$ cat config.mk
export PLATFORM = sky130hd
export DESIGN_NAME = mcopa_front
export DESIGN_NICKNAME = d
export VERILOG_FILES = /design/src/hdl/mcopa_pkg.sv /design/src/hdl/mcopa_front.sv
export SDC_FILE = /design/constraint.sdc
export NUM_CORES = 1
export LEC_CHECK = 0
export ABC_AREA = 1
export ABC_CLOCK_PERIOD_IN_PS = 2600
export BUFFER_PORTS_ARGS = -buffer_cell sky130_fd_sc_hd__buf_2
export CORE_MARGIN = 3
export CORE_UTILIZATION = 37
export CTS_CLUSTER_SIZE = 25
export DETAILED_ROUTE_END_ITERATION = 12
export PLACE_DENSITY_LB_ADDON = 0.3
export SKIP_CTS_REPAIR_TIMING = 1
export SYNTH_ARGS = -nofsm -noshare
export SYNTH_HDL_FRONTEND = slang
export SYNTH_SLANG_ARGS = --single-unit
$ cat constraint.sdc
create_clock -name clk_i -period 2.6 [get_ports clk_i]
set_clock_uncertainty 0.05 [all_clocks]
set_input_delay 0.78 -clock clk_i [delete_from_list [all_inputs] [get_ports clk_i]]
set_output_delay 0.78 -clock clk_i [all_outputs]
set_load 0.01 [all_outputs]
$ cat src/hdl/mcopa_pkg.sv
package mcopa_pkg;

  localparam int unsigned ZW = 16;

  localparam logic [2:0] REG_SPOT    = 3'd0;
  localparam logic [2:0] REG_STRIKE  = 3'd1;
  localparam logic [2:0] REG_DRIFT   = 3'd2;
  localparam logic [2:0] REG_VOL     = 3'd3;
  localparam logic [2:0] REG_KIND    = 3'd4;
  localparam logic [2:0] REG_MODE    = 3'd5;
  localparam logic [2:0] REG_OFFSET  = 3'd6;

  localparam logic [1:0] KIND_CALL    = 2'd0;
  localparam logic [1:0] KIND_PUT     = 2'd1;
  localparam logic [1:0] KIND_DIGITAL = 2'd2;

  localparam logic [43:0] LOG2E_Q16 = 44'd94548;
  localparam logic [17:0] POLY_C5   = 18'd87;
  localparam logic [31:0] ONE_Q16   = 32'd65536;
  localparam logic [31:0] I32_MAX   = 32'h7FFF_FFFF;
  localparam logic [62:0] SQ_MAX    = {63{1'b1}};

  typedef struct packed {
    logic [ZW-1:0] z;
    logic          last;
    logic          anti;
    logic          ctrl;
  } mcopa_item_t;

  function automatic logic [17:0] poly_coef(input logic [2:0] idx);
    logic [17:0] c;
    unique case (idx)
      3'd0:    c = 18'd630;
      3'd1:    c = 18'd3638;
      3'd2:    c = 18'd15743;
      3'd3:    c = 18'd45426;
      default: c = 18'd65536;
    endcase
    return c;
  endfunction

endpackage

$ cat src/hdl/mcopa_front.sv
module mcopa_front import mcopa_pkg::*; (
  input  logic              clk_i,
  input  logic              rst_ni,
  input  logic              in_valid_i,
  output logic              in_ready_o,
  input  logic [ZW-1:0]     in_z_i,
  input  logic              in_last_i,
  input  logic [1:0]        kind_i,
  input  logic [1:0]        mode_i,
  output logic              push_o,
  input  logic              full_i,
  output mcopa_item_t       item_o
);

  logic        valid_q, valid_d;
  mcopa_item_t item_q;
  logic        accept;

  assign in_ready_o = !valid_q || !full_i;
  assign accept     = in_valid_i && in_ready_o;
  assign push_o     = valid_q && !full_i;
  assign item_o     = item_q;

  always_comb begin
    valid_d = valid_q;
    if (accept) begin
      valid_d = 1'b1;
    end else if (push_o) begin
      valid_d = 1'b0;
    end
  end

  always_ff @(posedge clk_i or negedge rst_ni) begin
    if (!rst_ni) begin
      valid_q <= 1'b0;
    end else begin
      valid_q <= valid_d;
    end
  end

  always_ff @(posedge clk_i) begin
    if (accept) begin
      item_q.z    <= in_z_i;
      item_q.last <= in_last_i;
      item_q.anti <= mode_i[0];
      item_q.ctrl <= mode_i[1] && (kind_i == KIND_CALL || kind_i == KIND_PUT);
    end
  end

endmodule

* After elaboration in Yosys (flattened, before gate mapping)
Cells that the tools add are included.
W data, S select, Z words.
** Word-level totals
- Register bits :: 20
- Output and inout bits :: 21
- Input port bits :: 25
- Logic and storage cells :: 17
** Operators by class
- Equality and inequality tests :: 1
- Muxes and demuxes :: 2
- Reductions and logical operators :: 9
** Operator list (number)
- $logic_and A1 B1 Y1 :: 3
- $eq A2 B1 Y1 const B :: 1
- $logic_not A1 Y1 :: 2
- $logic_not A2 Y1 :: 1
- $logic_or A1 B1 Y1 :: 2
- $mux W1 :: 2
- $reduce_bool A2 Y1 :: 1

* Longest topological paths before layout
- Depth after elaboration :: 4
- Mapped depth :: 2
- Mapped depth without buffers :: 2

* Least setup slack after synthesis
OpenSTA, ideal clock, no wires.
- Path kind :: input port to flip-flop
- From :: input port in_valid_i
- To :: register item_q, in the netlist item_o[0], enable pin
- Path slack :: 369 ps
- Required time :: 2149 ps
- Data arrival time :: 1780 ps
- Setup time :: 401 ps
- Cell stages on the path :: 2
- Buffers on the path :: 0
- Path through :: inv_1 a21oi_1
** Between the ends
- Longest elaborated chain between the ends :: 1
** RTL lines
- start: declaration :: line mcopa_front.sv:4 : input logic in_valid_i,
- $logic_and A1 B1 Y1 :: line mcopa_front.sv:20 : assign accept = in_valid_i && in_ready_o;
- named net accept :: line mcopa_front.sv:17 : logic accept;
- end: declaration :: line mcopa_front.sv:16 : mcopa_item_t item_q;
The timed path passes the listed nets, and every way through them passes these cells.
A chain may end at the register's enable or synchronous reset.

* Worst setup path in the final report
- From :: input port full_i
- To :: output port push_o
** Between the ends
- Longest elaborated chain between the ends :: 2
** RTL lines
- start: declaration :: line mcopa_front.sv:11 : input logic full_i,
- $logic_not A1 Y1 :: line mcopa_front.sv:21 : assign push_o = valid_q && !full_i;
- $logic_and A1 B1 Y1 :: line mcopa_front.sv:21
- end: declaration :: line mcopa_front.sv:10 : output logic push_o,
No other way between the ends.

==> out/metrics.csv <==
metric;value;unit
Max-slew headroom;76.50;%
WP data arrival;1110;ps
Worst Hold Class;input port to asynchronous set/reset pin;
Syn Std Cell Area;626.9;um^2
grt total ovfl;0;
worst path bufs/invs;2;
Seq/Total Area, Yosys;95.01;%
Top Family by Delay on Critical Path;buffers and inverters;
die height;47.16;um
Num CTS Buffers;3;
most used cell, CP;buf_2;
syn_nets;53;
Max clock buf depth;2;
Core ar.;0.001559;mm^2
highest clock rate;514.8;MHz
final instance area;904.6;um^2
period utilization;74.71;%
Mapped Cells;28;
Setup crit end kind;output port;
Die Span X;47.16;um
Initial DRT Pass Iterations;2;
Total Power;0.5773;mW
Netlist cell types;6;
Yosys warning count;0;
vias in the first global route;395;
initial core utilization;40.21;%
initial antenna violation count;0;
port bufs;44;
RR Startpoint;valid_q;
final wirelength;1.040;mm
pin count of the biggest net entering global routing;14;
CP endpoint;push_o;
fin crit period;1942;ps
slowest CP cell;buf_2;
reg-to-reg endpoint;item_o[11];
H-tree lvl count;1;
Least-Margin Pin Slew;352.4;ps
antenna viol nets, final;0;
Syn Area/Cell;22.39;um^2
Post-DP HPWL;856.1;um
Worst R2R Path Depth;2;
setup tns final;0;ps
Setup Crit Path Kind;input port to output port;
Slowest Stage Delay on Critical Path;130;ps
pwr/cell area;638.1;mW/mm^2
Lkg Pwr;0.4141;nW
WP data required;1770;ps
status;finished clean;
CP Launch Type;input port;
synth-to-layout area growth;44.31;%
via/cell ratio;4.333;
RSZ-0062 raised after global routing;no;
Yosys reg bits;20;
# diodes;0;
fill cell count;133;
placed cell area;878.3;um^2
Critical Path Source;full_i;
Peak VDD IR;0.0003282;V
GPL Wtd Cong;0.6300;
Clock Tree Root;clkbuf_4;
std cell rows;14;
Final Setup Violations;0;
routed via count;403;
final slew viol count;0;
clock sinks;20;
Max-cap violations;0;
CP Depth;3;
share of layout cells above drive strength 1;63.64;%
Initial DRC Count;1;
crit-path cells;buf_2 -> nor2_1 -> buf_2;
# nets final;103;
wire per inst;11.18;um
Hold Fails Final Rpt;0;
first-pass GRT wire length;1.580;mm
Total GRT Usage;10.83;%
clock-pin slew on the worst setup and hold paths;100;ps
reg2reg setup slack;1230;ps
Clock Latency Late Sink;280;ps
CTS tree;built;
area of the die;0.002224;mm^2
Post-route DRC;0;
Ports;46;
CP Max Fanout;3;
## cell usage after synthesis
cell	count	share of area [%]
dfrtp_1	1	4.0
a21oi_1	1	0.80
nor2_1	2	1.2
edfxtp_1	19	91
inv_1	3	1.8
nand2_1	2	1.2
## per-layer routing
| metal | GRT usage, % | share of wire (%) | vias to the layer above |
|---|---|---|---|
| met4 | 6.630 | 0 | 0 |
| li1 | - | - | 200 |
| met5 | 0 | 0 | - |
| met1 | 11.36 | 34 | 176 |
| met2 | 17.62 | 55 | 27 |
| met3 | 4.981 | 11 | 0 |
## through the flow
stage	hold slack [ps]	cells	utilization, %	setup slack [ps]
after global placement	456.8	89	56.34	658.0
after global routing	169.5	93	58.03	628.8
after floorplan	434.4	28	-	369.0
after detailed placement	479.4	89	56.34	660.1
after CTS	192.5	93	58.03	656.2
final	200.2	93	58.03	657.5
## kinds of logic after synthesis
group           Yosys count  share of synthesized area, %
compound gates            1                        0.7976
flops                    20                         95.01
simple gates              4                         2.396
buf+inv                   3                         1.796
## power breakdown
group          internal (mW)  leakage [nW]  switching [mW]
logic                 0.0264         0.207          0.0288
registers              0.374         0.192         0.00437
clock network         0.0595        0.0150          0.0847
total                  0.459         0.414           0.118
## cell type report
class	count	area [um^2]	share of cell area, %
Sequential cell	20	595.6	65.84
Timing Repair Buffer	45	227.7	25.17
Clock buffer	4	26.28	2.905
Multi-Input combinational cell	5	23.77	2.628
Tap cell	16	20.02	2.213
Inverter	3	11.26	1.245
## registers in the layout, indices dropped and copies added, names as in the netlist
register and cells:
valid_q 1, item_o 19
## cells in the final DEF (no fill, tap or decap)
master	n
edfxtp_1	19
buf_4	1
dfrtp_1	1
buf_2	44
clkbuf_4	3
nor2_1	2
clkbuf_1	1
inv_1	3
nand2_1	2
a21oi_2	1
## how the worst min path moves through the flow
| stage | from | to | depth (start not counted) |
|---|---|---|---|
| finish | rst_ni | valid_q | 1 |
| floorplan | rst_ni | valid_q | 0 |
| detailed placement | valid_q | valid_q | 2 |
| global route | rst_ni | valid_q | 1 |
| CTS | rst_ni | valid_q | 1 |
| global placement | valid_q | valid_q | 2 |
Note: power is estimated with default switching activity, not from simulation.
