File: src/hdl/mcopa_pkg.sv
package mcopa_pkg;

  localparam int unsigned ZW = 16;

  localparam logic [2:0] REG_SPOT    = 3'd0;
  localparam logic [2:0] REG_STRIKE  = 3'd1;
  localparam logic [2:0] REG_DRIFT   = 3'd2;
  localparam logic [2:0] REG_VOL     = 3'd3;
  localparam logic [2:0] REG_KIND    = 3'd4;
  localparam logic [2:0] REG_MODE    = 3'd5;
  localparam logic [2:0] REG_OFFSET  = 3'd6;

  localparam logic [1:0] KIND_CALL    = 2'd0;
  localparam logic [1:0] KIND_PUT     = 2'd1;
  localparam logic [1:0] KIND_DIGITAL = 2'd2;

  localparam logic [43:0] LOG2E_Q16 = 44'd94548;
  localparam logic [17:0] POLY_C5   = 18'd87;
  localparam logic [31:0] ONE_Q16   = 32'd65536;
  localparam logic [31:0] I32_MAX   = 32'h7FFF_FFFF;
  localparam logic [62:0] SQ_MAX    = {63{1'b1}};

  typedef struct packed {
    logic [ZW-1:0] z;
    logic          last;
    logic          anti;
    logic          ctrl;
  } mcopa_item_t;

  function automatic logic [17:0] poly_coef(input logic [2:0] idx);
    logic [17:0] c;
    unique case (idx)
      3'd0:    c = 18'd630;
      3'd1:    c = 18'd3638;
      3'd2:    c = 18'd15743;
      3'd3:    c = 18'd45426;
      default: c = 18'd65536;
    endcase
    return c;
  endfunction

endpackage

File: src/hdl/mcopa_queue.sv
module mcopa_queue import mcopa_pkg::*; (
  input  logic        clk_i,
  input  logic        rst_ni,
  input  logic        push_i,
  input  mcopa_item_t item_i,
  output logic        full_o,
  input  logic        pop_i,
  output logic        empty_o,
  output mcopa_item_t item_o
);

  mcopa_item_t mem_q [2];
  logic        wr_q, wr_d, rd_q, rd_d;
  logic [1:0]  cnt_q, cnt_d;

  assign full_o  = cnt_q == 2'd2;
  assign empty_o = cnt_q == 2'd0;
  assign item_o  = mem_q[rd_q];

  always_comb begin
    wr_d  = push_i ? !wr_q : wr_q;
    rd_d  = pop_i ? !rd_q : rd_q;
    cnt_d = cnt_q + 2'(push_i) - 2'(pop_i);
  end

  always_ff @(posedge clk_i or negedge rst_ni) begin
    if (!rst_ni) begin
      wr_q  <= 1'b0;
      rd_q  <= 1'b0;
      cnt_q <= 2'd0;
    end else begin
      wr_q  <= wr_d;
      rd_q  <= rd_d;
      cnt_q <= cnt_d;
    end
  end

  always_ff @(posedge clk_i) begin
    if (push_i) begin
      mem_q[wr_q] <= item_i;
    end
  end

endmodule

File: config.mk
export PLATFORM = sky130hd
export DESIGN_NAME = mcopa_queue
export DESIGN_NICKNAME = d
export VERILOG_FILES = /design/src/hdl/mcopa_pkg.sv /design/src/hdl/mcopa_queue.sv
export SDC_FILE = /design/constraint.sdc
export NUM_CORES = 1
export LEC_CHECK = 0
export ABC_AREA = 1
export BUFFER_PORTS_ARGS = -buffer_cell sky130_fd_sc_hd__buf_2
export CAP_MARGIN = 20
export CORE_MARGIN = 10
export CORE_UTILIZATION = 55
export CTS_CLUSTER_DIAMETER = 100
export CTS_CLUSTER_SIZE = 28
export DETAILED_ROUTE_END_ITERATION = 16
export GPL_TIMING_DRIVEN = 0
export HOLD_SLACK_MARGIN = 0.03
export PLACE_DENSITY = 0.83
export RECOVER_POWER = 25
export SLEW_MARGIN = 20
export SYNTH_ARGS = -nofsm -noshare
export SYNTH_HDL_FRONTEND = slang
export SYNTH_SLANG_ARGS = --single-unit
File: constraint.sdc
create_clock -name clk_i -period 3.4 [get_ports clk_i]
set_input_delay 0.17 -clock clk_i [delete_from_list [all_inputs] [get_ports clk_i]]
set_output_delay 0.17 -clock clk_i [all_outputs]
set_load 0.01 [all_outputs]
## Word-level counts from Yosys, hierarchy flattened

Memory sizes are Yosys's and may differ from the RTL's.
Cells that the tools add are included.

- Register bits after elaboration: 4
- RAM bits: 38
- Input port bits: 23
- Output and inout port bits: 21
- Word-level logic and storage cells: 12
- Memories kept: 1

Memories:

| name | depth | bits a word | read ports | clocked after memory_dff | write ports | line | source |
|---|---|---|---|---|---|---|---|
| mem_q | 2 | 19 | 1 | 0 | 1 | mcopa_queue.sv:12 | `mcopa_item_t mem_q [2];` |

- Add/subtract/negate cells: 2
- Equality and inequality tests: 1
- Mux-type cells: 2
- Reductions and logical operators: 3

Operators with widths:

| kind | count |
|---|---|
| adder 2 x 1 -> 2 bit | 1 |
| == test 2 bit, second input constant | 1 |
| logical NOT 1 bit | 2 |
| logical NOT 2 bit | 1 |
| 2-to-1 mux 1 bit | 2 |
| subtractor 2 x 1 -> 2 bit | 1 |

## Longest topological paths before layout

- Depth after elaboration: 2
- Mapped depth: 7
- Gate-level depth less buffers: 7

## Worst setup path after synthesis

OpenSTA, ideal clock, no wires.

- Path kind: reg-to-reg
- Start point: reg wr_q
- End point: mem mem_q[0][0] (netlist bit), enable pin
- Setup time: 0.395 ns
- Arrival time: 1.228 ns
- Data required time: 3.005 ns
- Setup slack: 1.777 ns
- Stages on the path, launching flop included: 2
- Path buffers: 0
- Clock period less this slack: 1.623 ns
- Cells stage by stage: dfrtp_1 > nor2_1

RTL lines:

| what | line | source |
|---|---|---|
| start: declaration | mcopa_queue.sv:13 | `logic wr_q, wr_d, rd_q, rd_d;` |
| start signal: assignment | mcopa_queue.sv:32 | `wr_q <= wr_d;` |
| end: declaration | mcopa_queue.sv:12 |  |

Straight into the memory's write port.

==> metrics.yaml <==
clock_tree:
  cts_tree: "yes"
  cts.sink_count: 42
  cts_root_buf: "clkbuf_4"
  ctsResizeCount: 0
  clk_pin_slew_ns: 0.11
  postCtsSetupRepairBufs: 0
  clk_latency_ns: 0.34
  cts_max_level: 2
  cts-buffers-inserted: 5
  clock_path_buffers: 2
logic_synthesis:
  ys_ff_latch: 42
  async_reset_ff_share_pct: 9.524
  synth-seq-area-share_pct: 73.54
  syn_nets: 149
  syn_area_sq_um: 1688
  avgSynthCellArea_sq_um: 13.61
  yosysWarnings: 0
  synth_edf_count: 38
  synth_flop_cell: "edfxtp_1"
  yosysUniqueCellTypes: 15
  syn_inst: 124
worst_hold_path:
  worstHoldPathType: "in2reg"
pwr:
  cellPowerDensity_nw_per_um2: 717.1
  power.internal_uw: 1021
  combPwrFrac_pct: 39.6
  clkPwrFrac_pct: 14.1
  swShare_pct: 35.67
  p_seq_share_pct: 46.3
  power.total_uw: 1586
  power_switching_uw: 565.8
  peakVddDrop_mv: 0.4079
  p_leak_uw: 0.0009719
detailed_routing:
  met3WireLength_microns: 332
  ant_nets: 0
  met1_length_microns: 1270
  firstDrtPassIters: 4
  wl_per_cell_microns: 14.80
  wl_met2_microns: 1731
  drt-vias-per-instance: 4.748
  dr.max_layer_used: "met4"
  drt-total-wl_microns: 3404
  drt_iter0_drc: 55
  drc: 0
  vias: 1092
place:
  dpl_cell_area_sq_um: 1962
  dp_hpwl_microns: 2333
  io_buffer_count: 43
  place_congestion: 0.6892
floorplan:
  dieArea_sq_um: 5684
  core_sq_um: 3003
  fp.dieW_microns: 75.40
  placementRows: 20
  start_util_pct: 56.21
  die_y_microns: 75.40
  num_io_pins: 44
grt:
  grt_pass1_vias: 1205
  overflow: 0
  grt_usage_pct: 13.09
  grt_pass1_wl_microns: 5444
  antenna_found_initial: 0
  grt_max_degree: 20
setup_path:
  end_kind: "output port"
  cp_num_buf_inv: 2
  slowest_delay_ns: 0.41
  crit_chain: "buf_6 -> o21ai_0 -> buf_2"
  crit_type: "reg2out"
  arrival_ns: 1.32
  startpoint_type: "flip-flop"
  critPathMaxFanout: 10
  crit_slowest_cell: "dfrtp_1"
  crit_family: "flip-flops"
  required_ns: 3.23
timing:
  period_share_pct: 43.86
  final.setup.tns_ns: 0
  clock_skew_ns: 0.004127
  setup_viol: 0
  worst_pin_slew_ns: 0.7760
  finalHoldViolations: 0
  rsz0062_at_grt: "false"
  timing.final.crit_period_ns: 1.491
  finalMaxSlewViolations: 0
  relSlewSlack_pct: 48.21
  holdWs_ns: 0.05200
  fmax_ghz: 0.6705
layout:
  drive_above_1_share_pct: 34.01
  syn2layout_area_growth_pct: 31.06
  design_area_sq_um: 2212
  fin_util_pct: 73.67
  insertedDiodeCount: 0
  nNetsFinal: 221
run:
  drv_cap: 0
run_status:
  status: "finished clean"
what timing repair did:
item	4_1_cts	5_1_grt
hold buffers	21	0
endpoints found under the setup margin	0	0
hold endpoints to repair	43	0
cells in the final DEF (no fill, tap or decap), drive strengths merged:
cell,synthesis,layout
clkinv,0,2
o21ai,19,19
dlygate4sd3,0,21
edfxtp,38,38
xor2,2,2
nand3,1,1
nand2,25,25
clkbuf,1,15
buf,3,39
ha,2,2
dfrtp,4,4
nor2,3,3
inv,26,26
power groups by stage:
| stage | logic (uW) | clock network, uW | registers (uW) |
|---|---|---|---|
| 6_report | 629 | 224 | 734 |
| 5_1_grt | 706 | 246 | 746 |
| 4_1_cts | 641 | 228 | 735 |
| 3_5_place_dp | 620 | 0 | 748 |
| 3_3_place_gp | 583 | 0 | 741 |
| 2_1_floorplan | 387 | 0 | 736 |
layer usage:
metal  global-route usage (%)  up-vias
met1                    13.15      498
met5                        0        -
met4                    6.598        0
met3                    6.120        7
li1                         -      550
met2                    22.29       37
final timing paths:
path                              from          end  slack (ns)  depth (start not counted)
worst min-delay path            push_i         wr_q        0.05                          2
min in group asynchronous       rst_ni         wr_q        0.18                          2
worst max register to register    wr_q  mem_q[1][6]        1.97                          2
worst max-delay path              rd_q    item_o[3]        1.91                          3
max in group asynchronous       rst_ni         rd_q        3.03                          2
worst min register to register    wr_q         wr_q        0.54                          1
through the flow:
stage          cells  setup WS, ns
2_1_floorplan    124         1.777
3_3_place_gp     200         1.384
3_5_place_dp     201         1.968
4_1_cts          230         1.892
5_1_grt          230         1.829
6_report         230         1.909
cell families after synthesis:
family	after synthesis	synth area share [%]
and+or+nand+nor	29	8.005
DFF	42	73.54
AOI/OAI and AO/OA	19	7.857
buffers and inverters	30	8.079
xor gates and xnor gates	2	1.038
adders and majority gates	2	1.482
Yosys cell counts (2+ instances only):
cell type,n,share of area (%)
o21ai_2,10,5.2
edfxtp_1,38,68
ha_1,2,1.5
dfrtp_1,4,5.9
nor2_1,3,0.67
o21ai_0,9,2.7
nand2_1,15,3.3
nand2_2,10,3.7
inv_1,26,5.8
xor2_1,2,1.0
sequential cells by signal, indices dropped and copies added (netlist names):
register	cells
mem_q	38
cnt_q	2
rd_q	1
wr_q	1
cell type report:
cell class | instances | area, sq um
tap | 33 | 41.29
inverter | 26 | 97.59
multi-input combinational | 52 | 312.8
clock inverter | 2 | 8.758
clock buffer | 6 | 41.29
sequential | 42 | 1241
buffer | 4 | 38.79
timing repair buffer | 65 | 430.4
fill | 198 | 790.8
worst register-to-register path, delay by kind of cell (launching register included):
family | cells | cell delay [ns]
and+or+nand+nor | 1 | 0.08
buffers and inverters | 1 | 0.57
DFF | 1 | 0.42
Note: power is estimated with default switching activity, not from simulation.
